`src/sv/rdq_pkg.sv`:
```
// Shared types and codes for the reversible deque.
`timescale 1ns / 1ps
`default_nettype none

package rdq_pkg;

    // Command codes carried in the input transaction
    typedef enum logic [2:0] {
        CMD_PUSH_BACK  = 3'd0,
        CMD_PUSH_FRONT = 3'd1,
        CMD_POP_BACK   = 3'd2,
        CMD_POP_FRONT  = 3'd3,
        CMD_REVERSE    = 3'd4
    } cmd_t;

    // Result status codes
    typedef enum logic [1:0] {
        ST_OK    = 2'd0,
        ST_EMPTY = 2'd1,
        ST_FULL  = 2'd2
    } status_t;

    // Operation on the physical cell row (front sits in cell 0)
    typedef enum logic [2:0] {
        OP_HOLD       = 3'd0,
        OP_PUSH_FRONT = 3'd1,
        OP_POP_FRONT  = 3'd2,
        OP_PUSH_BACK  = 3'd3,
        OP_POP_BACK   = 3'd4
    } phys_op_t;

    localparam int CMD_W    = 3;
    localparam int STATUS_W = 2;

    // Decoded command handed from the decoder to the top level
    typedef struct packed {
        phys_op_t op;
        status_t  status;
        logic     pop;
        logic     toggle;
    } rdq_dec_t;

endpackage

`default_nettype wire

```
`src/sv/rdq_cell.sv`:
```
// One storage cell of the deque row: holds an entry and its occupancy bit.
`timescale 1ns / 1ps
`default_nettype none

module rdq_cell
    import rdq_pkg::*;
#(
    parameter int DATA_WIDTH = 32
) (
    input  wire logic                  clk,
    input  wire logic                  rst_n,
    input  wire phys_op_t              op,
    input  wire logic [DATA_WIDTH-1:0] push_data,
    input  wire logic [DATA_WIDTH-1:0] left_data,
    input  wire logic                  left_occ,
    input  wire logic [DATA_WIDTH-1:0] right_data,
    input  wire logic                  right_occ,
    output logic      [DATA_WIDTH-1:0] data,
    output logic                       occ,
    output logic      [DATA_WIDTH-1:0] tail_data
);

    logic [DATA_WIDTH-1:0] data_reg;
    logic [DATA_WIDTH-1:0] data_next;
    logic                  occ_reg;
    logic                  occ_next;
    logic                  first_free;
    logic                  is_tail;

    assign first_free = !occ_reg && left_occ;
    assign is_tail    = occ_reg && !right_occ;

    always_comb
    begin
        data_next = data_reg;
        occ_next  = occ_reg;
        unique case (op)
            OP_PUSH_FRONT:
            begin
                // shift towards the back, cell 0 takes the new entry
                data_next = left_data;
                occ_next  = left_occ;
            end
            OP_POP_FRONT:
            begin
                data_next = right_data;
                occ_next  = right_occ;
            end
            OP_PUSH_BACK:
            begin
                if (first_free)
                begin
                    data_next = push_data;
                    occ_next  = 1'b1;
                end
            end
            OP_POP_BACK:
            begin
                if (is_tail)
                begin
                    occ_next = 1'b0;
                end
            end
            default:
            begin
                data_next = data_reg;
                occ_next  = occ_reg;
            end
        endcase
    end

    always_ff @(posedge clk or negedge rst_n)
    begin
        if (!rst_n)
        begin
            occ_reg <= 1'b0;
        end
        else
        begin
            occ_reg <= occ_next;
        end
    end

    always_ff @(posedge clk)
    begin
        data_reg <= data_next;
    end

    assign data      = data_reg;
    assign occ       = occ_reg;
    assign tail_data = is_tail ? data_reg : '0;

endmodule

`default_nettype wire

```
`src/sv/rdq_decode.sv`:
```
// Command decoder: maps a command and the reverse flag onto a row operation.
`timescale 1ns / 1ps
`default_nettype none

module rdq_decode
    import rdq_pkg::*;
(
    input  wire logic [CMD_W-1:0] cmd,
    input  wire logic             reversed,
    input  wire logic             full,
    input  wire logic             empty,
    output rdq_dec_t              dec
);

    always_comb
    begin
        dec        = '{op: OP_HOLD, status: ST_OK, pop: 1'b0, toggle: 1'b0};
        unique case (cmd)
            CMD_PUSH_BACK, CMD_PUSH_FRONT:
            begin
                if (full)
                begin
                    dec.status = ST_FULL;
                end
                else if ((cmd == CMD_PUSH_BACK) != reversed)
                begin
                    dec.op = OP_PUSH_BACK;
                end
                else
                begin
                    dec.op = OP_PUSH_FRONT;
                end
            end
            CMD_POP_BACK, CMD_POP_FRONT:
            begin
                if (empty)
                begin
                    dec.status = ST_EMPTY;
                end
                else
                begin
                    dec.pop = 1'b1;
                    if ((cmd == CMD_POP_BACK) != reversed)
                    begin
                        dec.op = OP_POP_BACK;
                    end
                    else
                    begin
                        dec.op = OP_POP_FRONT;
                    end
                end
            end
            CMD_REVERSE:
            begin
                dec.toggle = 1'b1;
            end
            default:
            begin
                // unused codes leave everything alone
                dec.op = OP_HOLD;
            end
        endcase
    end

endmodule

`default_nettype wire

```
`src/sv/reversible_deque.sv`:
```
// Top level of the reversible deque: cell row, decoder and result register.
`timescale 1ns / 1ps
`default_nettype none

// A bounded double-ended queue of DEPTH entries of DATA_WIDTH bits. Entries live
// in a row of cells with the physical front in cell 0; a front push or pop shifts
// the whole row by one cell, while a back push or pop touches only the cell at the
// edge of the occupied run. Reverse toggles a flag that swaps front and back for
// later commands. Each command is one input transaction and yields one result
// transaction in the cycle after acceptance; a new command is taken every cycle in
// which the result register is empty or being drained, so the rate is one command
// per clock while the output side keeps up. The pop-back read path combines the
// tail cell's word across all DEPTH cells, which sets the clock limit for deep rows.
module reversible_deque
    import rdq_pkg::*;
#(
    parameter int  DEPTH      = 16,
    parameter int  DATA_WIDTH = 32,
    localparam int CNT_W      = $clog2(DEPTH + 1),
    localparam int IN_W       = ((CMD_W + DATA_WIDTH + 7) / 8) * 8,
    localparam int RES_W      = DATA_WIDTH + 1 + STATUS_W + CNT_W + 1,
    localparam int OUT_W      = ((RES_W + 7) / 8) * 8
) (
    input  wire logic             clk,
    input  wire logic             rst_n,
    input  wire logic             s_axis_tvalid,
    output logic                  s_axis_tready,
    // fields from bit 0: cmd, push_data
    input  wire logic [IN_W-1:0]  s_axis_tdata,
    output logic                  m_axis_tvalid,
    input  wire logic             m_axis_tready,
    // fields from bit 0: pop_data, pop_valid, status, entry_count, is_empty
    output logic      [OUT_W-1:0] m_axis_tdata
);

    logic [CMD_W-1:0]      cmd;
    logic [DATA_WIDTH-1:0] push_data;
    logic                  s_fire;
    rdq_dec_t              dec;
    phys_op_t              cell_op;

    logic [DATA_WIDTH-1:0] cell_data [DEPTH];
    logic                  cell_occ  [DEPTH];
    logic [DATA_WIDTH-1:0] cell_tail [DEPTH];
    logic [DATA_WIDTH-1:0] back_data;
    logic [DATA_WIDTH-1:0] pop_data;

    logic                  rev_reg;
    logic                  rev_next;
    logic [CNT_W-1:0]      cnt_reg;
    logic [CNT_W-1:0]      cnt_next;
    logic                  out_valid_reg;
    logic                  out_valid_next;
    logic [OUT_W-1:0]      out_data_reg;
    logic [OUT_W-1:0]      out_data_next;

    assign cmd       = s_axis_tdata[CMD_W-1:0];
    assign push_data = s_axis_tdata[CMD_W +: DATA_WIDTH];

    assign s_axis_tready = !out_valid_reg || m_axis_tready;
    assign s_fire        = s_axis_tvalid && s_axis_tready;

    rdq_decode u_decode (
        .cmd      (cmd),
        .reversed (rev_reg),
        .full     (cell_occ[DEPTH-1]),
        .empty    (!cell_occ[0]),
        .dec      (dec)
    );

    assign cell_op = s_fire ? dec.op : OP_HOLD;

    for (genvar i = 0; i < DEPTH; i++)
    begin : g_cell
        logic [DATA_WIDTH-1:0] left_data;
        logic                  left_occ;
        logic [DATA_WIDTH-1:0] right_data;
        logic                  right_occ;

        if (i == 0)
        begin : g_first
            assign left_data = push_data;
            assign left_occ  = 1'b1;
        end
        else
        begin : g_mid_l
            assign left_data = cell_data[i-1];
            assign left_occ  = cell_occ[i-1];
        end

        if (i == DEPTH - 1)
        begin : g_last
            assign right_data = '0;
            assign right_occ  = 1'b0;
        end
        else
        begin : g_mid_r
            assign right_data = cell_data[i+1];
            assign right_occ  = cell_occ[i+1];
        end

        rdq_cell #(
            .DATA_WIDTH (DATA_WIDTH)
        ) u_cell (
            .clk        (clk),
            .rst_n      (rst_n),
            .op         (cell_op),
            .push_data  (push_data),
            .left_data  (left_data),
            .left_occ   (left_occ),
            .right_data (right_data),
            .right_occ  (right_occ),
            .data       (cell_data[i]),
            .occ        (cell_occ[i]),
            .tail_data  (cell_tail[i])
        );
    end

    // only the tail cell drives a non-zero word
    always_comb
    begin
        back_data = '0;
        for (int i = 0; i < DEPTH; i++)
        begin
            back_data = back_data | cell_tail[i];
        end
    end

    always_comb
    begin
        priority if (!dec.pop)
        begin
            pop_data = '0;
        end
        else if (dec.op == OP_POP_FRONT)
        begin
            pop_data = cell_data[0];
        end
        else
        begin
            pop_data = back_data;
        end
    end

    always_comb
    begin
        cnt_next = cnt_reg;
        unique case (dec.op)
            OP_PUSH_FRONT, OP_PUSH_BACK: cnt_next = cnt_reg + CNT_W'(1);
            OP_POP_FRONT, OP_POP_BACK:   cnt_next = cnt_reg - CNT_W'(1);
            default:                     cnt_next = cnt_reg;
        endcase
    end

    assign rev_next = rev_reg ^ dec.toggle;

    assign out_data_next = OUT_W'({(cnt_next == '0), cnt_next, dec.status, dec.pop,
                                   pop_data});

    always_comb
    begin
        out_valid_next = out_valid_reg;
        if (s_fire)
        begin
            out_valid_next = 1'b1;
        end
        else if (m_axis_tready)
        begin
            out_valid_next = 1'b0;
        end
    end

    always_ff @(posedge clk or negedge rst_n)
    begin
        if (!rst_n)
        begin
            rev_reg       <= 1'b0;
            cnt_reg       <= '0;
            out_valid_reg <= 1'b0;
        end
        else
        begin
            out_valid_reg <= out_valid_next;
            if (s_fire)
            begin
                rev_reg <= rev_next;
                cnt_reg <= cnt_next;
            end
        end
    end

    // hold the result until the transaction completes
    always_ff @(posedge clk)
    begin
        if (s_fire)
        begin
            out_data_reg <= out_data_next;
        end
    end

    assign m_axis_tvalid = out_valid_reg;
    assign m_axis_tdata  = out_data_reg;

endmodule

`default_nettype wire

```
`config.mk`:
```
export PLATFORM = sky130hd
export DESIGN_NAME = reversible_deque
export DESIGN_NICKNAME = d
export VERILOG_FILES = /design/src/sv/rdq_pkg.sv /design/src/sv/rdq_cell.sv /design/src/sv/rdq_decode.sv /design/src/sv/reversible_deque.sv
export SDC_FILE = /design/constraint.sdc
export NUM_CORES = 1
export LEC_CHECK = 0
export CAP_MARGIN = 15
export CORE_UTILIZATION = 45
export DETAILED_ROUTE_END_ITERATION = 16
export DONT_BUFFER_PORTS = 1
export GPL_ROUTABILITY_DRIVEN = 0
export SYNTH_ARGS = -nofsm -noshare
export SYNTH_HDL_FRONTEND = slang
export SYNTH_HIERARCHICAL = 1
export SYNTH_SLANG_ARGS = --single-unit
```
`constraint.sdc`:
```
create_clock -name clk -period 7.9 [get_ports clk]
set_input_delay 0.79 -clock clk [delete_from_list [all_inputs] [get_ports clk]]
set_output_delay 0.79 -clock clk [all_outputs]
set_load 0.1 [all_outputs]
```
== After elaboration in Yosys (flattened, before gate mapping) ==
Index checks and enable logic that the tools add are counted.
W data, S select, Z words.

* Register bits after elaboration: 576
* Input bits: 44
* Output and inout bits: 50
* Logic and storage cells: 288

* Add/sub/neg operators: 2
* Equality and inequality tests: 45
* Mux-type cells: 110
* Bitwise gates (word level): 16
* Reductions and logical operators: 78

{| class="wikitable"
|+ Operators with widths
! operator !! count
|-
| $pmux W32 S3 || 16
|-
| $mux W32 || 33
|-
| $or A32 B32 Y32 || 15
|-
| $ne A2 B1 Y1 const B || 30
|-
| $pmux W1 S4 || 14
|-
| $reduce_and A3 Y1 || 14
|-
| $mux W1 || 36
|-
| $reduce_and A2 Y1 || 18
|-
| $eq A3 B2 Y1 const B || 6
|-
| $logic_and A1 B1 Y1 || 16
|-
| $logic_not A1 Y1 || 16
|-
| $reduce_or A2 Y1 || 6
|-
| $pmux W5 S2 || 1
|-
| $eq A3 B1 Y1 const B || 3
|-
| $eq A3 B3 Y1 const B || 3
|-
| $mux W3 || 3
|-
| $reduce_bool A3 Y1 || 3
|-
| $mux W2 || 3
|-
| $pmux W1 S3 || 2
|-
| $pmux W3 S2 || 1
|-
| $add A5 B1 Y5 const B || 1
|-
| $logic_not A5 Y1 || 1
|-
| $sub A5 B1 Y5 const B || 1
|-
| $pmux W2 S2 || 1
|-
| other kinds (7) || 8
|}

== Longest topological paths before layout ==
Gate-level depths: netlist (run 1).

* Depth after elaboration: 19
* Depth in mapped cells: 11
* Gate-level depth less buffers: 10

== Hierarchy ==
The synthesis (run 1) kept the hierarchy.

{| class="wikitable"
|+ By module, submodules not included
! module !! times used !! cells each !! area each (um2) !! sequential area each (um2)
|-
| rdq_cell || 16 || 186 || 1964.4 || 985.9
|-
| reversible_deque || 1 || 385 || 3373.2 || 1406.3
|-
| rdq_decode || 1 || 8 || 68.8 || 0.0
|}

== Worst setup path before layout (run 1) ==
OpenSTA, ideal clock, no wires.

* Kind: register -> register
* Start: reg out_valid_reg (netlist: m_axis_tvalid)
* End: reg g_cell[0].u_cell.data_reg[0] (enable)
* Library setup time: 0.440 ns
* Arrival time: 5.207 ns
* Required time: 7.460 ns
* Path slack: 2.253 ns
* Cell stages (with the launch flop): 5
* Path buffers: 0
* Period minus slack after synthesis: 5.647 ns
* Path through: dfrtp_1 > nand2b_1 > and3_1 > o21bai_1 > a31oi_1

* Word-level cells in the longest chain between the ends: 7
* Elaborated cells between the ends (all ways): 10
* Those cells by class: eq/ne: 4; mux: 1; reduce/logical: 5

{| class="wikitable"
|+ Ends and longest elaborated chain
! element !! line !! source
|-
| from (decl) || reversible_deque.sv:52 || <nowiki>logic out_valid_reg;</nowiki>
|-
| from (signal assigned) || reversible_deque.sv:183 || <nowiki>out_valid_reg <= out_valid_next;</nowiki>
|-
| $logic_not A1 Y1 (*) || reversible_deque.sv:60 || <nowiki>assign s_axis_tready = !out_valid_reg || m_axis_tready;</nowiki>
|-
| $logic_or A1 B1 Y1 (*) || reversible_deque.sv:60 ||
|-
| net s_axis_tready || reversible_deque.sv:27 || <nowiki>output logic s_axis_tready,</nowiki>
|-
| $logic_and A1 B1 Y1 (*) || reversible_deque.sv:61 || <nowiki>assign s_fire = s_axis_tvalid && s_axis_tready;</nowiki>
|-
| $mux W3 (*) || reversible_deque.sv:71 || <nowiki>assign cell_op = s_fire ? dec.op : OP_HOLD;</nowiki>
|-
| net cell_op[1] || reversible_deque.sv:40 || <nowiki>phys_op_t cell_op;</nowiki>
|-
| $eq A3 B2 Y1 / $eq A3 B1 Y1 (equally long branches) || rdq_cell.sv:37 || <nowiki>unique case (op)</nowiki>
|-
| $ne A2 B2 Y1 (no source line) / $reduce_bool A3 Y1 (equally long branches) || n/a ||
|-
| $reduce_and A2 Y1 (no source line) (*) || n/a ||
|-
| to (signal assigned) || rdq_cell.sv:86 || <nowiki>data_reg <= data_next;</nowiki>
|-
| to (decl) || rdq_cell.sv:23 || <nowiki>logic [DATA_WIDTH-1:0] data_reg;</nowiki>
|}

The timed path passes the listed nets; every way through them passes the cells marked *.
A chain may end at the register's enable or synchronous reset.

== Worst setup path in the final report (run 1) ==
* Start: reg out_valid_reg (netlist: m_axis_tvalid)
* End: reg g_cell[14].u_cell.data_reg[29] (enable)

* Word-level cells in the longest chain between the ends: 7
* Elaborated cells between the ends (all ways): 10
* Those cells by class: eq/ne: 4; mux: 1; reduce/logical: 5

{| class="wikitable"
|+ Ends and longest elaborated chain
! element !! line
|-
| $logic_not A1 Y1 (*) || reversible_deque.sv:60
|-
| $logic_or A1 B1 Y1 (*) || reversible_deque.sv:60
|-
| net s_axis_tready || reversible_deque.sv:27
|-
| $logic_and A1 B1 Y1 (*) || reversible_deque.sv:61
|-
| $mux W3 (*) || reversible_deque.sv:71
|-
| net cell_op[0] || reversible_deque.sv:40
|-
| $eq A3 B2 Y1 / $eq A3 B1 Y1 (equally long branches) || rdq_cell.sv:37
|-
| $ne A2 B1 Y1 (no source line) / $reduce_bool A3 Y1 (equally long branches) || n/a
|-
| $reduce_and A2 Y1 (no source line) (*) || n/a
|-
| to (signal assigned) || rdq_cell.sv:86
|-
| to (decl) || rdq_cell.sv:23
|}

Marked as above.

==> results of run 1 <==
==> Yosys cell counts (all sizes together) (26+ instances only) <==
cell type  count  share of area (%)
buf          219                4.3
nand4         33               0.59
mux2i        512                 15
edfxtp       553                 48
nor4         129                2.3
clkbuf        26               0.29
o21ai        550                7.9
o31ai         32               0.69
nand2b        34               0.61
nor2          85               0.91
nand2        517                5.6
and2         515                9.2
==> critical path, cell delays in order, from the launching register on <==
cell      delay, ns
dfrtp_1        0.73
nand2b_1       1.03
and3_4         0.84
buf_4          0.65
o21bai_1       0.22
a31oi_4        1.00
buf_4          0.54
==> routing by layer <==
metal  wire, um  global-route usage, %  part of all wire, %
met4       3260                   9.19                  2.8
met2      50700                   44.0                   44
met5         13                      0                0.011
met1      49100                   40.5                   43
met3      11300                   5.75                  9.9
==> layout make-up <==
cell class	count	area, sq um	share of cell area [%]
flip-flops and latches	576	17200	45.5
multi-input cells	2589	16600	43.9
clock buffers	91	1890	5.01
well taps	1030	1290	3.41
repair buffers	62	518	1.37
clock inverters	33	313	0.828
inverters	2	7.51	0.0199
diodes	1	2.50	0.00662
==> power groups by stage <==
stage	registers, mW	logic (mW)	clock network (mW)
detailed placement	4.51	3.61	0
floorplan	4.41	2.36	0
finish	4.46	3.70	3.20
global route	4.51	3.92	3.36
CTS	4.45	3.62	3.26
global placement	4.49	3.54	0
==> worst max path at each step <==
stage                   from                         end
2_1_floorplan  m_axis_tvalid    g_cell[0].u_cell/data[0]
3_3_place_gp   m_axis_tvalid  g_cell[15].u_cell/data[19]
3_5_place_dp   m_axis_tvalid  g_cell[14].u_cell/data[19]
4_1_cts        m_axis_tvalid  g_cell[14].u_cell/data[29]
5_1_grt        m_axis_tvalid  g_cell[14].u_cell/data[29]
6_report       m_axis_tvalid  g_cell[14].u_cell/data[29]
==> per-stage QoR <==
| stage | util [%] | hold WS, ns | power (mW) |
|---|---|---|---|
| after global placement | 46.6 | 0.480 | 8.03 |
| after CTS | 49.5 | 0.266 | 11.3 |
| after global routing | 49.5 | 0.274 | 11.8 |
| final | 49.5 | 0.289 | 11.4 |
| after floorplan | - | 0.465 | 6.76 |
| after detailed placement | 46.6 | 0.495 | 8.12 |
==> logic make-up after synthesis <==
family / Yosys count
fa+ha+maj: 4
other cells: 2
xor+xnor: 7
flops: 576
buf+inv: 247
simple gates: 1361
mux: 531
compound gates: 641
==> what timing repair did <==
item                       CTS  global route
hold buffers                 2             0
hold endpoints to repair    23             0
setup endpoints to repair    0             0
==> results.toml, run 1 <==
[global_routing]
antenna_found_initial = 5
grt_pass1_wl_um = 166000
grt_max_degree = 146
grt_usage_pct = 28.7
grt_pass1_vias = 24900
gr-total-overflow = 0

[routing]
dr.first_iter.drc_count = 3081
viasPerCell = 6.04
antenna_left = 0
vias = 26500
drcViolationCount = 0
first_pass_iters = 6
wl_per_cell_um = 26.1
routed_wl_um = 114000

[clocking]
root_buffer = "clkbuf_16"
ctsLongestPathBuffers = 3
htree_num_levels = 3
numCtsBuffers = 70
clk_pin_slew_worst_paths_ns = 0.06
cts_resized = 0
clk_latency_ns = 0.61
cts_tree = "done"
cts.sinks = 576
postCtsSetupBuffers = 0

[power_and_ir_drop]
power.switching_mw = 4.34
comb_power_share_pct = 32.6
leakagePower_nw = 13.1
power.clock.fraction_pct = 28.2
p_int_mw = 7.02
seqPwrFrac_pct = 39.2
vdd_drop_max_mv = 0.243
sw_frac_of_total_pct = 38.2
p_per_area_mw_per_mm2 = 300

[synthesis]
yosysUniqueCellTypes = 49
ys_ff_latch = 576
yosys.area_share.simple_pct = 20.3
yosys_warnings = 6
synthMuxAreaShare_pct = 15.3
ys.flop_type = "edfxtp_1"
synth_adder_area_share_pct = 0.165
syn-cell-area_sq_mm = 0.0349
synth-xor-area-share_pct = 0.176
ys_seq_area_share_pct = 49.3
synth_edf_count = 553
avgSynthCellArea_sq_um = 10.4
synth_cells = 3369
synth_top_family_by_area = "simple AND/OR/NAND/NOR gates"
async_reset_ff_share_pct = 3.99
synth-compound-area-share_pct = 10.1

[setup_path]
reg2reg_depth = 6
crit_path_start_kind = "register"
cp.arrival_ns = 5.67
crit_fanout = 45
rrSetupSlack_ns = 2.48
r2r_start = "m_axis_tvalid"
r2r_end = "g_cell[14].u_cell/data[29]"
endpoint_kind = "register"
critPathRequiredTime_ns = 8.14
worstSetupPathType = "register to register"

[floorplanning]
die_height_um = 280
pin_count = 94
die_w_um = 280
start_util_pct = 45.7
num_rows = 101
core_area_sq_mm = 0.0763
dieArea_sq_mm = 0.0786

[finish]
layout_commonest_cell = "edfxtp_1"
finalNetCount = 3349
largest_reg_flops = 512
fill_cells = 6982
stdcell_area_sq_mm = 0.0378
area_growth_pct = 8.39
final_layout_size_suffix_gt1_share_pct = 7.01
layout_common_cells = "553 x edfxtp_1, 516 x nand2_1, 513 x and2_1, 512 x mux2i_1, 512 x o21ai_1"
stdcell_count = 4384

[timing]
worstMarginPinSlew_ns = 1.27
tns_ns = 0
rsz0062_at_grt = "false"
relSlewSlack_pct = 15.4
finalClockSkew_ns = 0.0239
fin_crit_sh_pct = 68.7
setup_violations = 0
min_period_ns = 5.42
max_freq_mhz = 184
hold_viol_final = 0
setup_slack_ns = 2.48
slew_viol_final = 0

[placement]
io_buffers = 0
place_ws_ns = 2.54
dpl.cell_count = 4257
hpwl_um = 63700
placed_area_sq_mm = 0.0356

[min_path]
hold_end = "m_axis_tvalid"
hold_class = "input port to register"
holdPathStages = 1
min_from = "s_axis_tvalid"

[job]
drv_cap = 0

[outcome]
status = "finished, final reports clean"
(Power assumes the default switching activity.)
==> run 2, diff against run 1 <==
- clock period: 7.9 -> 4.9 ns (I/O delays scaled with it)
==> results.toml, run 2 (synthesis results as in run 1) <==
[routing]
antenna_left = 0
routed_wl_um = 113000
dr.first_iter.drc_count = 2905
first_pass_iters = 5
viasPerCell = 5.98
wl_per_cell_um = 25.4
vias = 26400
drcViolationCount = 0

[setup_path]
critPathRequiredTime_ns = 5.25
crit_fanout = 26
worstSetupPathType = "register to register"
endpoint_kind = "register"
cp.arrival_ns = 4.20
crit_path_start_kind = "register"

[global_routing]
antenna_found_initial = 10
grt_pass1_vias = 25800
grt_usage_pct = 28.5
grt_max_degree = 123
grt_pass1_wl_um = 167000
gr-total-overflow = 0

[finish]
stdcell_area_sq_mm = 0.0383
stdcell_count = 4425
finalNetCount = 3385
final_layout_size_suffix_gt1_share_pct = 8.11
layout_commonest_cell = "edfxtp_1"
largest_reg_flops = 512
layout_common_cells = "553 x edfxtp_1, 516 x nand2_1, 513 x and2_1, 512 x mux2i_1, 512 x o21ai_1"
area_growth_pct = 9.76

[placement]
placed_area_sq_mm = 0.0360
place_ws_ns = 1.11
hpwl_um = 66700
dpl.cell_count = 4291
io_buffers = 0

[clocking]
ctsLongestPathBuffers = 3
cts.sinks = 576
htree_num_levels = 3
numCtsBuffers = 70
cts_tree = "done"
clk_pin_slew_worst_paths_ns = 0.06
clk_latency_ns = 0.62
cts_resized = 0
root_buffer = "clkbuf_16"

[power_and_ir_drop]
power.clock.fraction_pct = 28.2
total_power_mw = 18.4
sw_frac_of_total_pct = 38.0
p_per_area_mw_per_mm2 = 481
seqPwrFrac_pct = 39.0
vdd_drop_max_mv = 0.331
leakagePower_nw = 13.4
p_int_mw = 11.4
comb_power_share_pct = 32.9
power.switching_mw = 7.00

[outcome]
status = "finished, final reports clean"

[floorplanning]
num_rows = 101
start_util_pct = 45.7
dieArea_sq_mm = 0.0786
pin_count = 94
core_area_sq_mm = 0.0763
die_w_um = 280
die_height_um = 280

[timing]
worstMarginPinSlew_ns = 1.10
min_period_ns = 3.85
slew_viol_final = 0
setup_slack_ns = 1.05
rsz0062_at_grt = "false"
fin_crit_sh_pct = 78.6
whs_ns = 0.0759
hold_viol_final = 0
relSlewSlack_pct = 26.1
finalClockSkew_ns = 0.0263
max_freq_mhz = 260
setup_violations = 0

[job]
drv_cap = 0

[min_path]
hold_class = "input port to register"
## run 2: cell types whose count changed in the layout (fill, tap and decap cells not counted), sizes merged
| cell | before | now |
|---|---|---|
| clkbuf | 91 | 84 |
| buf | 61 | 96 |
| clkinv | 23 | 33 |
| dlygate4sd3 | 1 | 2 |
| inv | 6 | 5 |
| clkinvlp | 0 | 1 |
| diode | 1 | 3 |
## run 2: worst max-delay path: stages, from the launching register on
cell and delay (ns):
dfrtp_1 0.48, inv_1 0.13, nor3b_4 0.19, buf_4 0.39
mux2_1 0.37, xnor2_1 0.27, nor2_1 0.19, fa_1 0.44
a211o_1 0.40, a211o_1 0.32, a211oi_2 0.32, nor4_2 0.09
## run 2: layout make-up
type / count / area, sq um
Antenna cell: 3 / 7.51
Clock buffer: 84 / 1880
Clock inverter: 43 / 365
Fill cell: 6885 / 38100
Inverter: 2 / 7.51
Multi-Input combinational cell: 2589 / 16600
Sequential cell: 576 / 17200
Tap cell: 1030 / 1290
Timing Repair Buffer: 98 / 953
## run 2: timing repair
item,4_1_cts,5_1_grt
setup buffers,0,0
hold buffers,3,0
hold endpoints to repair,24,0
endpoints found under the setup margin,0,0
## run 2: power by group through the flow
stage          combinational (mW)  sequential [mW]  clock, mW
3_5_place_dp                 5.94             7.26          0
5_1_grt                      6.45             7.26       5.44
2_1_floorplan                3.80             7.10          0
6_report                     6.05             7.18       5.18
3_3_place_gp                 5.82             7.22          0
4_1_cts                      5.96             7.17       5.28
## run 2: worst paths after layout
kind,endpoint,slack [ns],from,depth (start not counted)
max in group asynchronous,g_cell[1].u_cell/occ,4.39,rst_n,2
max,m_axis_tdata[40],1.05,g_cell[0].u_cell/occ,11
max reg2reg,m_axis_tdata[40],1.05,g_cell[0].u_cell/occ,11
min in group asynchronous,cnt_reg[3],0.34,rst_n,2
min reg2reg,rev_reg,0.53,rev_reg,1
min,g_cell[0].u_cell/data[28],0.08,s_axis_tdata[31],2
## run 2: per-stage QoR
step	TNS, ns	utilization, %
2_1_floorplan	-157.29	-
3_3_place_gp	0	47.1
3_5_place_dp	0	47.1
4_1_cts	0	50.1
5_1_grt	0	50.1
6_report	0	50.1
## run 2: metal layers
metal | global-route usage (%) | share of wire, %
met1 | 39.8 | 43
met2 | 44.8 | 45
met3 | 4.70 | 9.0
met4 | 9.85 | 3.0
met5 | 0 | 0
